**src/midpoint_hyperbola_rasterizer_core_assert.svh**
```systemverilog
// Assertion helpers for the hyperbola rasterizer.
// Both expect clk and rst_n to be visible where they are used.
`ifndef MIDPOINT_HYPERBOLA_RASTERIZER_CORE_ASSERT_SVH
`define MIDPOINT_HYPERBOLA_RASTERIZER_CORE_ASSERT_SVH

// Consequence must hold in the same cycle as the antecedent.
`define MHR_ASSERT_NOW(lbl, ante, cons, msg) \
    lbl: assert property (@(posedge clk) disable iff (!rst_n) (ante) |-> (cons)) \
        else $error(msg);

// Consequence must hold in the cycle after the antecedent.
`define MHR_ASSERT_NEXT(lbl, ante, cons, msg) \
    lbl: assert property (@(posedge clk) disable iff (!rst_n) (ante) |=> (cons)) \
        else $error(msg);

`endif

```
**src/mhr_pkg.sv**
```systemverilog
`default_nettype none

package mhr_pkg;

    localparam int AXIS_W    = 10;
    localparam int SQ_W      = 20;
    localparam int DEC_W     = 48;
    localparam int REG_W     = 11;
    localparam int OUT_W     = 13;
    localparam int CFG_IDX_W = 2;
    localparam int S_TDATA_W = 24;
    localparam int M_TDATA_W = 56;
    localparam int M_PAD_W   = M_TDATA_W - 4 * OUT_W;

    localparam logic [REG_W-1:0] CENTER_X_RST = 11'd300;
    localparam logic [REG_W-1:0] CENTER_Y_RST = 11'd240;
    localparam logic [REG_W-1:0] Y_LIMIT_RST  = 11'd220;
    localparam logic [REG_W-1:0] X_LIMIT_RST  = 11'd2047;

    localparam logic OP_START = 1'b0;
    localparam logic OP_STEP  = 1'b1;

    localparam logic [CFG_IDX_W-1:0] CFG_CENTER_X = 2'd0;
    localparam logic [CFG_IDX_W-1:0] CFG_CENTER_Y = 2'd1;
    localparam logic [CFG_IDX_W-1:0] CFG_Y_LIMIT  = 2'd2;
    localparam logic [CFG_IDX_W-1:0] CFG_X_LIMIT  = 2'd3;

    typedef enum logic [1:0] {
        PH_IDLE,
        PH_R1,
        PH_R2
    } phase_t;

    typedef enum logic [4:0] {
        SQ_IDLE,
        SQ_S0, SQ_S1, SQ_S2, SQ_S3, SQ_S4,
        SQ_R1_0, SQ_R1_1, SQ_R1_2, SQ_R1_3, SQ_R1_4, SQ_R1_5, SQ_R1_6,
        SQ_E_0, SQ_E_1, SQ_E_2, SQ_E_3, SQ_E_4, SQ_E_5,
        SQ_R2_0, SQ_R2_1, SQ_R2_2
    } seq_state_t;

    typedef enum logic [2:0] {
        A_A, A_B, A_ASQ, A_BSQ, A_XP1, A_Y2P1
    } a_sel_t;

    typedef enum logic [3:0] {
        B_A, B_B, B_4AP1, B_XP1, B_Y2P3, B_Y2P1,
        B_X, B_Y, B_YP1, B_X2P3, B_P, B_BSQ
    } b_sel_t;

    typedef enum logic [1:0] {
        BASE_ACC, BASE_ZERO, BASE_DEC
    } base_sel_t;

    typedef enum logic [2:0] {
        ADD_NONE, ADD_POS, ADD_NEG, ADD_POS_IF_NEG, ADD_NEG_IF_UP
    } add_mode_t;

    typedef struct packed {
        a_sel_t    a_sel;
        b_sel_t    b_sel;
        base_sel_t base_sel;
        add_mode_t add_mode;
        logic [1:0] shift;
        logic      commit_d;
        logic      wr_asq;
        logic      wr_bsq;
        logic      step_r1;
        logic      step_r2;
    } seq_ctrl_t;

endpackage

`default_nettype wire

```
**src/midpoint_hyperbola_rasterizer_core.sv**
```systemverilog
// Each input beat produces one result beat, registered at acceptance.
// After acceptance the block is busy: setup states for a start, region-1 states
// (plus entry states on a crossing) or region-2 states for a step, none when done.
// Busy time is set by one shared 20x26-bit multiplier into a 48-bit accumulator.
// The next beat is taken once the sequencer is idle and the output register is free.
// rst_n (asynchronous, active low) idles the curve and loads default register values.
`default_nettype none

`include "midpoint_hyperbola_rasterizer_core_assert.svh"

module midpoint_hyperbola_rasterizer_core #(
    parameter int COORD_BITS = 12
) (
    input  wire logic                          clk,
    input  wire logic                          rst_n,
    // s_axis_tdata: semi_axis_a [9:0], semi_axis_b [19:10], zero pad above
    input  wire logic                          s_axis_tvalid,
    output logic                               s_axis_tready,
    input  wire logic [mhr_pkg::S_TDATA_W-1:0] s_axis_tdata,
    // s_axis_tuser: op
    input  wire logic                          s_axis_tuser,
    // m_axis_tdata: x_right [12:0], x_left [25:13], y_above [38:26],
    // y_below [51:39], zero pad above
    output logic                               m_axis_tvalid,
    input  wire logic                          m_axis_tready,
    output logic [mhr_pkg::M_TDATA_W-1:0]      m_axis_tdata,
    // m_axis_tuser: point_valid
    output logic                               m_axis_tuser,
    // m_axis_tlast: done_res
    output logic                               m_axis_tlast,
    input  wire logic                          cfg_valid,
    output logic                               cfg_ready,
    input  wire logic [mhr_pkg::CFG_IDX_W-1:0] cfg_index,
    input  wire logic [mhr_pkg::REG_W-1:0]     cfg_data
);

    import mhr_pkg::*;

    localparam int SQB_W  = (2 * COORD_BITS + 2 > SQ_W) ? 2 * COORD_BITS + 2 : SQ_W;
    localparam int PROD_W = SQ_W + SQB_W;
    localparam int CMP_W  = (COORD_BITS > REG_W) ? COORD_BITS : REG_W;

    // Configuration registers
    logic [REG_W-1:0] center_x_reg, center_y_reg, y_limit_reg, x_limit_reg;

    // Control state
    seq_state_t seq_state_reg, seq_state_next;
    phase_t     phase_reg;
    logic       m_valid_reg;

    // Datapath state
    logic [AXIS_W-1:0]     a_reg, b_reg;
    logic [SQ_W-1:0]       asq_reg, bsq_reg;
    logic [COORD_BITS-1:0] cur_x_reg, cur_y_reg;
    logic [DEC_W-1:0]      decision_reg, acc_reg, p_reg;
    logic [OUT_W-1:0]      x_right_reg, x_left_reg, y_above_reg, y_below_reg;
    logic                  point_valid_reg, done_res_reg;

    seq_ctrl_t ctrl;

    logic s_accept, is_start, curve_active, limit_hit;
    logic dec_neg, dec_up, acc_pos;

    logic [COORD_BITS:0]   x_p1, y_p1, y2_p1;
    logic [COORD_BITS+1:0] x2_p3, y2_p3;
    logic [AXIS_W+1:0]     a4_p1;

    logic [SQ_W-1:0]         mul_a;
    logic [SQB_W-1:0]        mul_b;
    logic [PROD_W-1:0]       prod;
    logic [PROD_W+DEC_W-1:0] prod_pad;
    logic [DEC_W-1:0]        term_sh, term_eff, acc_base, acc_sum;

    assign cfg_ready     = 1'b1;
    assign s_axis_tready = (seq_state_reg == SQ_IDLE) && (!m_valid_reg || m_axis_tready);
    assign s_accept      = s_axis_tvalid && s_axis_tready;
    assign is_start      = (s_axis_tuser == OP_START);
    assign curve_active  = (phase_reg == PH_R1) || (phase_reg == PH_R2);
    assign limit_hit     = (CMP_W'(cur_y_reg) >= CMP_W'(y_limit_reg))
                        || (CMP_W'(cur_x_reg) >= CMP_W'(x_limit_reg));

    assign dec_neg = decision_reg[DEC_W-1];
    assign dec_up  = !decision_reg[DEC_W-1] && (decision_reg != '0);
    assign acc_pos = !acc_reg[DEC_W-1] && (acc_reg != '0);

    assign x_p1  = {1'b0, cur_x_reg} + (COORD_BITS+1)'(1);
    assign y_p1  = {1'b0, cur_y_reg} + (COORD_BITS+1)'(1);
    assign y2_p1 = {cur_y_reg, 1'b1};
    assign y2_p3 = {1'b0, cur_y_reg, 1'b1} + (COORD_BITS+2)'(2);
    assign x2_p3 = {1'b0, cur_x_reg, 1'b1} + (COORD_BITS+2)'(2);
    assign a4_p1 = {a_reg, 2'b01};

    // Sequencer: next state
    always_comb
    begin
        seq_state_next = seq_state_reg;
        unique case (seq_state_reg)
            SQ_IDLE:
            begin
                if (s_accept)
                begin
                    if (is_start)
                    begin
                        seq_state_next = SQ_S0;
                    end
                    else if (curve_active && !limit_hit)
                    begin
                        seq_state_next = (phase_reg == PH_R1) ? SQ_R1_0 : SQ_R2_0;
                    end
                end
            end
            SQ_S0:   seq_state_next = SQ_S1;
            SQ_S1:   seq_state_next = SQ_S2;
            SQ_S2:   seq_state_next = SQ_S3;
            SQ_S3:   seq_state_next = SQ_S4;
            SQ_S4:   seq_state_next = SQ_IDLE;
            SQ_R1_0: seq_state_next = SQ_R1_1;
            SQ_R1_1: seq_state_next = SQ_R1_2;
            SQ_R1_2: seq_state_next = SQ_R1_3;
            SQ_R1_3: seq_state_next = SQ_R1_4;
            SQ_R1_4: seq_state_next = SQ_R1_5;
            SQ_R1_5: seq_state_next = SQ_R1_6;
            SQ_R1_6: seq_state_next = acc_pos ? SQ_E_0 : SQ_IDLE;
            SQ_E_0:  seq_state_next = SQ_E_1;
            SQ_E_1:  seq_state_next = SQ_E_2;
            SQ_E_2:  seq_state_next = SQ_E_3;
            SQ_E_3:  seq_state_next = SQ_E_4;
            SQ_E_4:  seq_state_next = SQ_E_5;
            SQ_E_5:  seq_state_next = SQ_IDLE;
            SQ_R2_0: seq_state_next = SQ_R2_1;
            SQ_R2_1: seq_state_next = SQ_R2_2;
            SQ_R2_2: seq_state_next = SQ_IDLE;
            default: seq_state_next = SQ_IDLE;
        endcase
    end

    // Sequencer: control word. A product issued in one state is accumulated
    // in the following state.
    always_comb
    begin
        ctrl          = '0;
        ctrl.a_sel    = A_A;
        ctrl.b_sel    = B_A;
        ctrl.base_sel = BASE_ACC;
        ctrl.add_mode = ADD_NONE;
        unique case (seq_state_reg)
            SQ_S0:
            begin
                ctrl.a_sel = A_A;
                ctrl.b_sel = B_A;
            end
            SQ_S1:
            begin
                ctrl.a_sel    = A_B;
                ctrl.b_sel    = B_B;
                ctrl.base_sel = BASE_ZERO;
                ctrl.add_mode = ADD_NEG;
                ctrl.shift    = 2'd2;
                ctrl.wr_asq   = 1'b1;
            end
            SQ_S2:
            begin
                ctrl.wr_bsq = 1'b1;
            end
            SQ_S3:
            begin
                ctrl.a_sel = A_BSQ;
                ctrl.b_sel = B_4AP1;
            end
            SQ_S4:
            begin
                ctrl.add_mode = ADD_POS;
                ctrl.commit_d = 1'b1;
            end
            SQ_R1_0:
            begin
                ctrl.a_sel    = A_BSQ;
                ctrl.b_sel    = B_XP1;
                ctrl.base_sel = BASE_DEC;
            end
            SQ_R1_1:
            begin
                ctrl.a_sel    = A_ASQ;
                ctrl.b_sel    = B_Y2P3;
                ctrl.add_mode = ADD_POS_IF_NEG;
                ctrl.shift    = 2'd3;
            end
            SQ_R1_2:
            begin
                ctrl.add_mode = ADD_NEG;
                ctrl.shift    = 2'd2;
                ctrl.commit_d = 1'b1;
                ctrl.step_r1  = 1'b1;
            end
            SQ_R1_3:
            begin
                ctrl.a_sel = A_ASQ;
                ctrl.b_sel = B_Y;
            end
            SQ_R1_4:
            begin
                ctrl.a_sel    = A_BSQ;
                ctrl.b_sel    = B_X;
                ctrl.base_sel = BASE_ZERO;
                ctrl.add_mode = ADD_POS;
            end
            SQ_R1_5:
            begin
                ctrl.add_mode = ADD_NEG;
            end
            SQ_E_0:
            begin
                ctrl.a_sel    = A_XP1;
                ctrl.b_sel    = B_XP1;
                ctrl.base_sel = BASE_ZERO;
            end
            SQ_E_1:
            begin
                ctrl.a_sel = A_BSQ;
                ctrl.b_sel = B_P;
            end
            SQ_E_2:
            begin
                ctrl.a_sel    = A_Y2P1;
                ctrl.b_sel    = B_Y2P1;
                ctrl.add_mode = ADD_POS;
                ctrl.shift    = 2'd2;
            end
            SQ_E_3:
            begin
                ctrl.a_sel = A_ASQ;
                ctrl.b_sel = B_P;
            end
            SQ_E_4:
            begin
                ctrl.a_sel    = A_ASQ;
                ctrl.b_sel    = B_BSQ;
                ctrl.add_mode = ADD_NEG;
            end
            SQ_E_5:
            begin
                ctrl.add_mode = ADD_NEG;
                ctrl.shift    = 2'd2;
                ctrl.commit_d = 1'b1;
            end
            SQ_R2_0:
            begin
                ctrl.a_sel    = A_BSQ;
                ctrl.b_sel    = B_X2P3;
                ctrl.base_sel = BASE_DEC;
            end
            SQ_R2_1:
            begin
                ctrl.a_sel    = A_ASQ;
                ctrl.b_sel    = B_YP1;
                ctrl.add_mode = ADD_POS;
                ctrl.shift    = 2'd2;
            end
            SQ_R2_2:
            begin
                ctrl.add_mode = ADD_NEG_IF_UP;
                ctrl.shift    = 2'd3;
                ctrl.commit_d = 1'b1;
                ctrl.step_r2  = 1'b1;
            end
            default:
            begin
            end
        endcase
    end

    // Shared multiplier operands
    always_comb
    begin
        unique case (ctrl.a_sel)
            A_A:     mul_a = SQ_W'(a_reg);
            A_B:     mul_a = SQ_W'(b_reg);
            A_ASQ:   mul_a = asq_reg;
            A_BSQ:   mul_a = bsq_reg;
            A_XP1:   mul_a = SQ_W'(x_p1);
            A_Y2P1:  mul_a = SQ_W'(y2_p1);
            default: mul_a = '0;
        endcase
    end

    always_comb
    begin
        unique case (ctrl.b_sel)
            B_A:     mul_b = SQB_W'(a_reg);
            B_B:     mul_b = SQB_W'(b_reg);
            B_4AP1:  mul_b = SQB_W'(a4_p1);
            B_XP1:   mul_b = SQB_W'(x_p1);
            B_Y2P3:  mul_b = SQB_W'(y2_p3);
            B_Y2P1:  mul_b = SQB_W'(y2_p1);
            B_X:     mul_b = SQB_W'(cur_x_reg);
            B_Y:     mul_b = SQB_W'(cur_y_reg);
            B_YP1:   mul_b = SQB_W'(y_p1);
            B_X2P3:  mul_b = SQB_W'(x2_p3);
            B_P:     mul_b = p_reg[SQB_W-1:0];
            B_BSQ:   mul_b = SQB_W'(bsq_reg);
            default: mul_b = '0;
        endcase
    end

    assign prod     = PROD_W'(mul_a) * PROD_W'(mul_b);
    assign prod_pad = {{DEC_W{1'b0}}, prod};

    // Accumulator, modulo 2^48
    assign term_sh = p_reg << ctrl.shift;

    always_comb
    begin
        unique case (ctrl.add_mode)
            ADD_NONE:       term_eff = '0;
            ADD_POS:        term_eff = term_sh;
            ADD_NEG:        term_eff = -term_sh;
            ADD_POS_IF_NEG: term_eff = dec_neg ? term_sh : '0;
            ADD_NEG_IF_UP:  term_eff = dec_up ? -term_sh : '0;
            default:        term_eff = '0;
        endcase
    end

    always_comb
    begin
        unique case (ctrl.base_sel)
            BASE_ACC:  acc_base = acc_reg;
            BASE_ZERO: acc_base = '0;
            BASE_DEC:  acc_base = decision_reg;
            default:   acc_base = '0;
        endcase
    end

    assign acc_sum = acc_base + term_eff;

    // Control registers
    always_ff @(posedge clk or negedge rst_n)
    begin
        if (!rst_n)
        begin
            seq_state_reg <= SQ_IDLE;
            phase_reg     <= PH_IDLE;
            m_valid_reg   <= 1'b0;
            center_x_reg  <= CENTER_X_RST;
            center_y_reg  <= CENTER_Y_RST;
            y_limit_reg   <= Y_LIMIT_RST;
            x_limit_reg   <= X_LIMIT_RST;
        end
        else
        begin
            seq_state_reg <= seq_state_next;

            if (s_accept)
            begin
                m_valid_reg <= 1'b1;
            end
            else if (m_axis_tready)
            begin
                m_valid_reg <= 1'b0;
            end

            if (s_accept && is_start)
            begin
                phase_reg <= PH_R1;
            end
            else if (s_accept && curve_active && limit_hit)
            begin
                phase_reg <= PH_IDLE;
            end
            else if ((seq_state_reg == SQ_R1_6) && acc_pos)
            begin
                phase_reg <= PH_R2;
            end

            if (cfg_valid && cfg_ready)
            begin
                unique case (cfg_index)
                    CFG_CENTER_X: center_x_reg <= cfg_data;
                    CFG_CENTER_Y: center_y_reg <= cfg_data;
                    CFG_Y_LIMIT:  y_limit_reg  <= cfg_data;
                    CFG_X_LIMIT:  x_limit_reg  <= cfg_data;
                    default:      center_x_reg <= center_x_reg;
                endcase
            end
        end
    end

    // Datapath registers
    always_ff @(posedge clk)
    begin
        p_reg   <= prod_pad[DEC_W-1:0];
        acc_reg <= acc_sum;

        if (ctrl.commit_d)
        begin
            decision_reg <= acc_sum;
        end
        if (ctrl.wr_asq)
        begin
            asq_reg <= p_reg[SQ_W-1:0];
        end
        if (ctrl.wr_bsq)
        begin
            bsq_reg <= p_reg[SQ_W-1:0];
        end

        if (s_accept && is_start)
        begin
            a_reg     <= s_axis_tdata[AXIS_W-1:0];
            b_reg     <= s_axis_tdata[2*AXIS_W-1:AXIS_W];
            cur_x_reg <= COORD_BITS'(s_axis_tdata[AXIS_W-1:0]);
            cur_y_reg <= '0;
        end
        else if (ctrl.step_r1)
        begin
            if (dec_neg)
            begin
                cur_x_reg <= cur_x_reg + COORD_BITS'(1);
            end
            cur_y_reg <= cur_y_reg + COORD_BITS'(1);
        end
        else if (ctrl.step_r2)
        begin
            if (dec_up)
            begin
                cur_y_reg <= cur_y_reg + COORD_BITS'(1);
            end
            cur_x_reg <= cur_x_reg + COORD_BITS'(1);
        end

        if (s_accept)
        begin
            if (is_start || !curve_active)
            begin
                x_right_reg     <= '0;
                x_left_reg      <= '0;
                y_above_reg     <= '0;
                y_below_reg     <= '0;
                point_valid_reg <= 1'b0;
                done_res_reg    <= 1'b0;
            end
            else
            begin
                x_right_reg     <= OUT_W'(center_x_reg) + OUT_W'(cur_x_reg);
                x_left_reg      <= OUT_W'(center_x_reg) - OUT_W'(cur_x_reg);
                y_above_reg     <= OUT_W'(center_y_reg) - OUT_W'(cur_y_reg);
                y_below_reg     <= OUT_W'(center_y_reg) + OUT_W'(cur_y_reg);
                point_valid_reg <= 1'b1;
                done_res_reg    <= limit_hit;
            end
        end
    end

    assign m_axis_tvalid = m_valid_reg;
    assign m_axis_tdata  = {{M_PAD_W{1'b0}}, y_below_reg, y_above_reg, x_left_reg, x_right_reg};
    assign m_axis_tuser  = point_valid_reg;
    assign m_axis_tlast  = done_res_reg;

    `MHR_ASSERT_NOW(a_busy_blocks_input, seq_state_reg != SQ_IDLE, !s_axis_tready,
        "input taken while sequencer busy")
    `MHR_ASSERT_NEXT(a_start_enters_setup, s_accept && is_start,
        seq_state_reg == SQ_S0 && phase_reg == PH_R1, "start did not enter setup")
    `MHR_ASSERT_NEXT(a_last_point_idles, s_accept && !is_start && curve_active && limit_hit,
        phase_reg == PH_IDLE && seq_state_reg == SQ_IDLE && m_axis_tlast,
        "last point did not end the curve")
    `MHR_ASSERT_NOW(a_r2_states_in_r2,
        seq_state_reg == SQ_R2_0 || seq_state_reg == SQ_R2_1 || seq_state_reg == SQ_R2_2
        || seq_state_reg == SQ_E_0 || seq_state_reg == SQ_E_5,
        phase_reg == PH_R2, "region-2 work outside region 2")
    `MHR_ASSERT_NOW(a_done_has_point, m_axis_tvalid && m_axis_tlast, m_axis_tuser,
        "done flagged without a point")

endmodule

`default_nettype wire

```
**config.mk**
```make
export PLATFORM = sky130hd
export DESIGN_NAME = midpoint_hyperbola_rasterizer_core
export DESIGN_NICKNAME = d
export VERILOG_FILES = /design/src/mhr_pkg.sv /design/src/midpoint_hyperbola_rasterizer_core.sv
export VERILOG_INCLUDE_DIRS = /design/src /design/src/src
export SDC_FILE = /design/constraint.sdc
export NUM_CORES = 2
export LEC_CHECK = 0
export ABC_AREA = 1
export BUFFER_PORTS_ARGS = -buffer_cell sky130_fd_sc_hd__buf_2
export CAP_MARGIN = 20
export CELL_PAD_IN_SITES_DETAIL_PLACEMENT = 1
export CELL_PAD_IN_SITES_GLOBAL_PLACEMENT = 1
export CORE_ASPECT_RATIO = 2
export CORE_UTILIZATION = 41
export CTS_BUF_LIST = sky130_fd_sc_hd__clkbuf_8 sky130_fd_sc_hd__clkbuf_16
export CTS_CLUSTER_SIZE = 14
export DETAILED_ROUTE_END_ITERATION = 10
export GPL_TIMING_DRIVEN = 0
export MAX_ROUTING_LAYER = met4
export PLACE_DENSITY = 0.78
export SYNTH_ARGS = -nofsm -noshare
export SYNTH_HDL_FRONTEND = slang
export SYNTH_SLANG_ARGS = --single-unit
export TNS_END_PERCENT = 1
```
**constraint.sdc**
```tcl
create_clock -name clk -period 9 [get_ports clk]
set_input_delay 1.8 -clock clk [delete_from_list [all_inputs] [get_ports clk]]
set_output_delay 1.8 -clock clk [all_outputs]
set_load 0.01 [all_outputs]
```
==> impl_metrics.py <==
metrics = {
    "timing": {
        "slew_headroom_pct": 36.1,
        "fin_crit_sh_pct": 97.9,
        "finalSetupViolations": 0,
        "min_period_ps": 8810,
        "final_max_slew_viol_count": 0,
        "finalHoldViolCount": 0,
        "tightestPinTransition_ps": 949,
        "skew_ps": 36.6,
        "fmax_ghz": 0.114,
    },
    "die": {
        "die_area_um2": 94300,
        "die_h_um": 433,
        "core_area_um2": 91700,
        "num_rows": 157,
        "ios": 104,
        "start_util_pct": 41.6,
        "die_w_um": 218,
    },
    "grt": {
        "first_global_vias": 39048,
        "grt_pass1_wl_um": 223000,
        "grt_overflow": 0,
        "grt_antenna_before_repair": 2,
        "grt_usage_pct": 33.0,
        "grt_max_degree": 45,
    },
    "job": {
        "cap_violations": 0,
    },
    "detailed_routing": {
        "wire_per_inst_um": 23.9,
        "drc_errors": 0,
        "ant_nets": 0,
        "vias": 34699,
        "drtIter0Drc": 1532,
        "viasPerCell": 5.54,
        "routed_wirelength_um": 149000,
        "first_pass_iters": 5,
    },
    "synthesis": {
        "synth_flop_cell": "edfxtp_1",
        "avgSynthCellArea_um2": 7.82,
        "syn_inst": 4876,
        "ys_types": 61,
        "synth_edf_count": 170,
        "ys_warn_count": 0,
        "synth_seq_cells": 330,
        "synth_area_leaders": "fa_1 23%, edfxtp_1 13%, nand2_1 10%, inv_1 9.7%, ha_1 9.0%",
        "yosysSeqAreaShare_pct": 22.6,
        "yosys.area.top_type": "fa_1",
        "synthArstFlopShare_pct": 15.8,
        "synth.top_cell.area_share_pct": 22.7,
        "syn_area_um2": 38100,
    },
    "clock_network": {
        "cts_made_buffers": 29,
        "path_clk_slew_ps": 70,
        "clkSinkCount": 330,
        "cts-root-buf": "clkbuf_16",
        "hold_buffers": 0,
        "cts_tree": "built",
        "htree_num_levels": 1,
        "cts_buffer_depth": 3,
        "clk_latency_ps": 650,
    },
    "layout": {
        "final_common_cell": "nand2_1",
        "area_growth_pct": 10.9,
        "nNetsFinal": 5797,
        "multi_input_area_um2": 25500,
        "layout-drive-gt1-share_pct": 10.2,
        "fin_area_um2": 42300,
        "final_cell_mix": "1044 x nand2_1, 989 x inv_1, 432 x fa_1",
        "num-fill-cells": 11266,
        "seqCellArea_um2": 8600,
    },
    "critical_path": {
        "crit_fanout": 10,
        "arrival_ps": 9320,
        "cp-end-kind": "flop",
        "cp_slowest_stage_delay_ps": 620,
        "crit_required_ps": 9510,
        "startpoint_type": "flop",
        "cpMaxStageDelayCell": "nor2_1",
        "crit_type": "flop to flop",
        "reg2reg_slack_ps": 190,
        "critPathMostFrequentCell": "fa_1",
    },
    "placement": {
        "io_buffers": 94,
        "post_dp_cell_area_um2": 40300,
        "place.gp.congestion": 0.981,
        "hpwlAfterDp_um": 126000,
    },
    "run_status": {
        "outcome": "finished clean",
    },
    "min_path": {
        "hp-class": "flop to flop",
    },
}
## repair_timing
action	in CTS	in global routing
endpoints found under the setup margin	33	27
resized for setup	105	145
hold endpoints to repair	0	0
setup buffers	16	22
cloned	1	0
pin swaps	9	19
## worst max-delay path, delay by kind of cell (launching register included)
family | cells | cell delay (ps)
XOR/XNOR | 1 | 190
buffers and inverters | 6 | 870
flip-flops | 1 | 470
AO/OA/AOI/OAI | 7 | 1300
adder cells (fa/ha/maj) | 8 | 3800
AND/OR/NAND/NOR | 10 | 2040
## cell usage after synthesis, types with 30 or more instances
| cell type | count |
|---|---|
| a21oi_1 | 237 |
| buf_2 | 59 |
| clkbuf_1 | 57 |
| dfxtp_1 | 108 |
| edfxtp_1 | 170 |
| fa_1 | 433 |
| ha_1 | 273 |
| inv_1 | 987 |
| inv_2 | 31 |
| nand2_1 | 1056 |
| nand3_1 | 153 |
| nand4_1 | 51 |
| nor2_1 | 429 |
| nor3_1 | 33 |
| nor4_1 | 30 |
| o21ai_0 | 215 |
| o22ai_1 | 92 |
| xnor2_1 | 38 |
| xor2_1 | 79 |
## final timing paths
| path | end | depth (start not counted) | startpoint |
|---|---|---|---|
| setup / recovery | p_reg[32] | 32 | seq_state_reg[0] |
| hold / removal | asq_reg[14] | 0 | p_reg[14] |
| setup reg to reg | p_reg[32] | 32 | seq_state_reg[0] |
| hold reg to reg | asq_reg[14] | 0 | p_reg[14] |
| max in group asynchronous | y_limit_reg[4] | 2 | rst_n |
| min in group asynchronous | center_x_reg[0] | 1 | rst_n |
## logic make-up (layout without fill, tap and decap cells)
kind of cell               Yosys count  in the layout  share of synthesized area, %
AOI/OAI and AO/OA                  717            717                          10.8
xor gates and xnor gates           117            117                          2.69
adders and majority gates          706            706                          31.7
buffers and inverters             1176           1367                          12.2
DFF                                330            330                          22.6
other                                2              7                        0.0197
and+or+nand+nor                   1828           1829                          20.0
## per-layer routing
layer  share of wire [%]  track usage [%]  vias up
met5                   0                -        -
met4                  12             33.8        0
met3                 3.2             3.42      691
met2                  55             62.5     1039
met1                  30             26.2    17327
li1                    -                -    15642
## stage by stage
| step | instances | utilization (%) | setup TNS, ps | hold WS [ps] | worst slack [ps] |
|---|---|---|---|---|---|
| 2_1_floorplan | 4879 | - | 0 | 426 | 897 |
| 3_3_place_gp | 6165 | 43.7 | -41430 | 433 | -1930 |
| 3_5_place_dp | 6173 | 43.9 | -25250 | 445 | -1520 |
| 4_1_cts | 6244 | 45.4 | 0 | 461 | 5.55 |
| 5_1_grt | 6265 | 46.1 | -148 | 471 | -76.3 |
| 6_report | 6265 | 46.1 | 0 | 463 | 192 |
## cell type report
cell class	count	area share, %
clock buffers	34	1.96
well taps	1192	3.53
multi-input cells	3374	60.3
diodes	2	0.0118
clock inverters	20	0.240
plain buffers	146	2.26
inverters	1027	9.21
flip-flops and latches	330	20.3
repair buffers	140	2.19
Power is not shown: default switching activity piles up to over one toggle a cycle in this logic, so the estimate is an artifact.
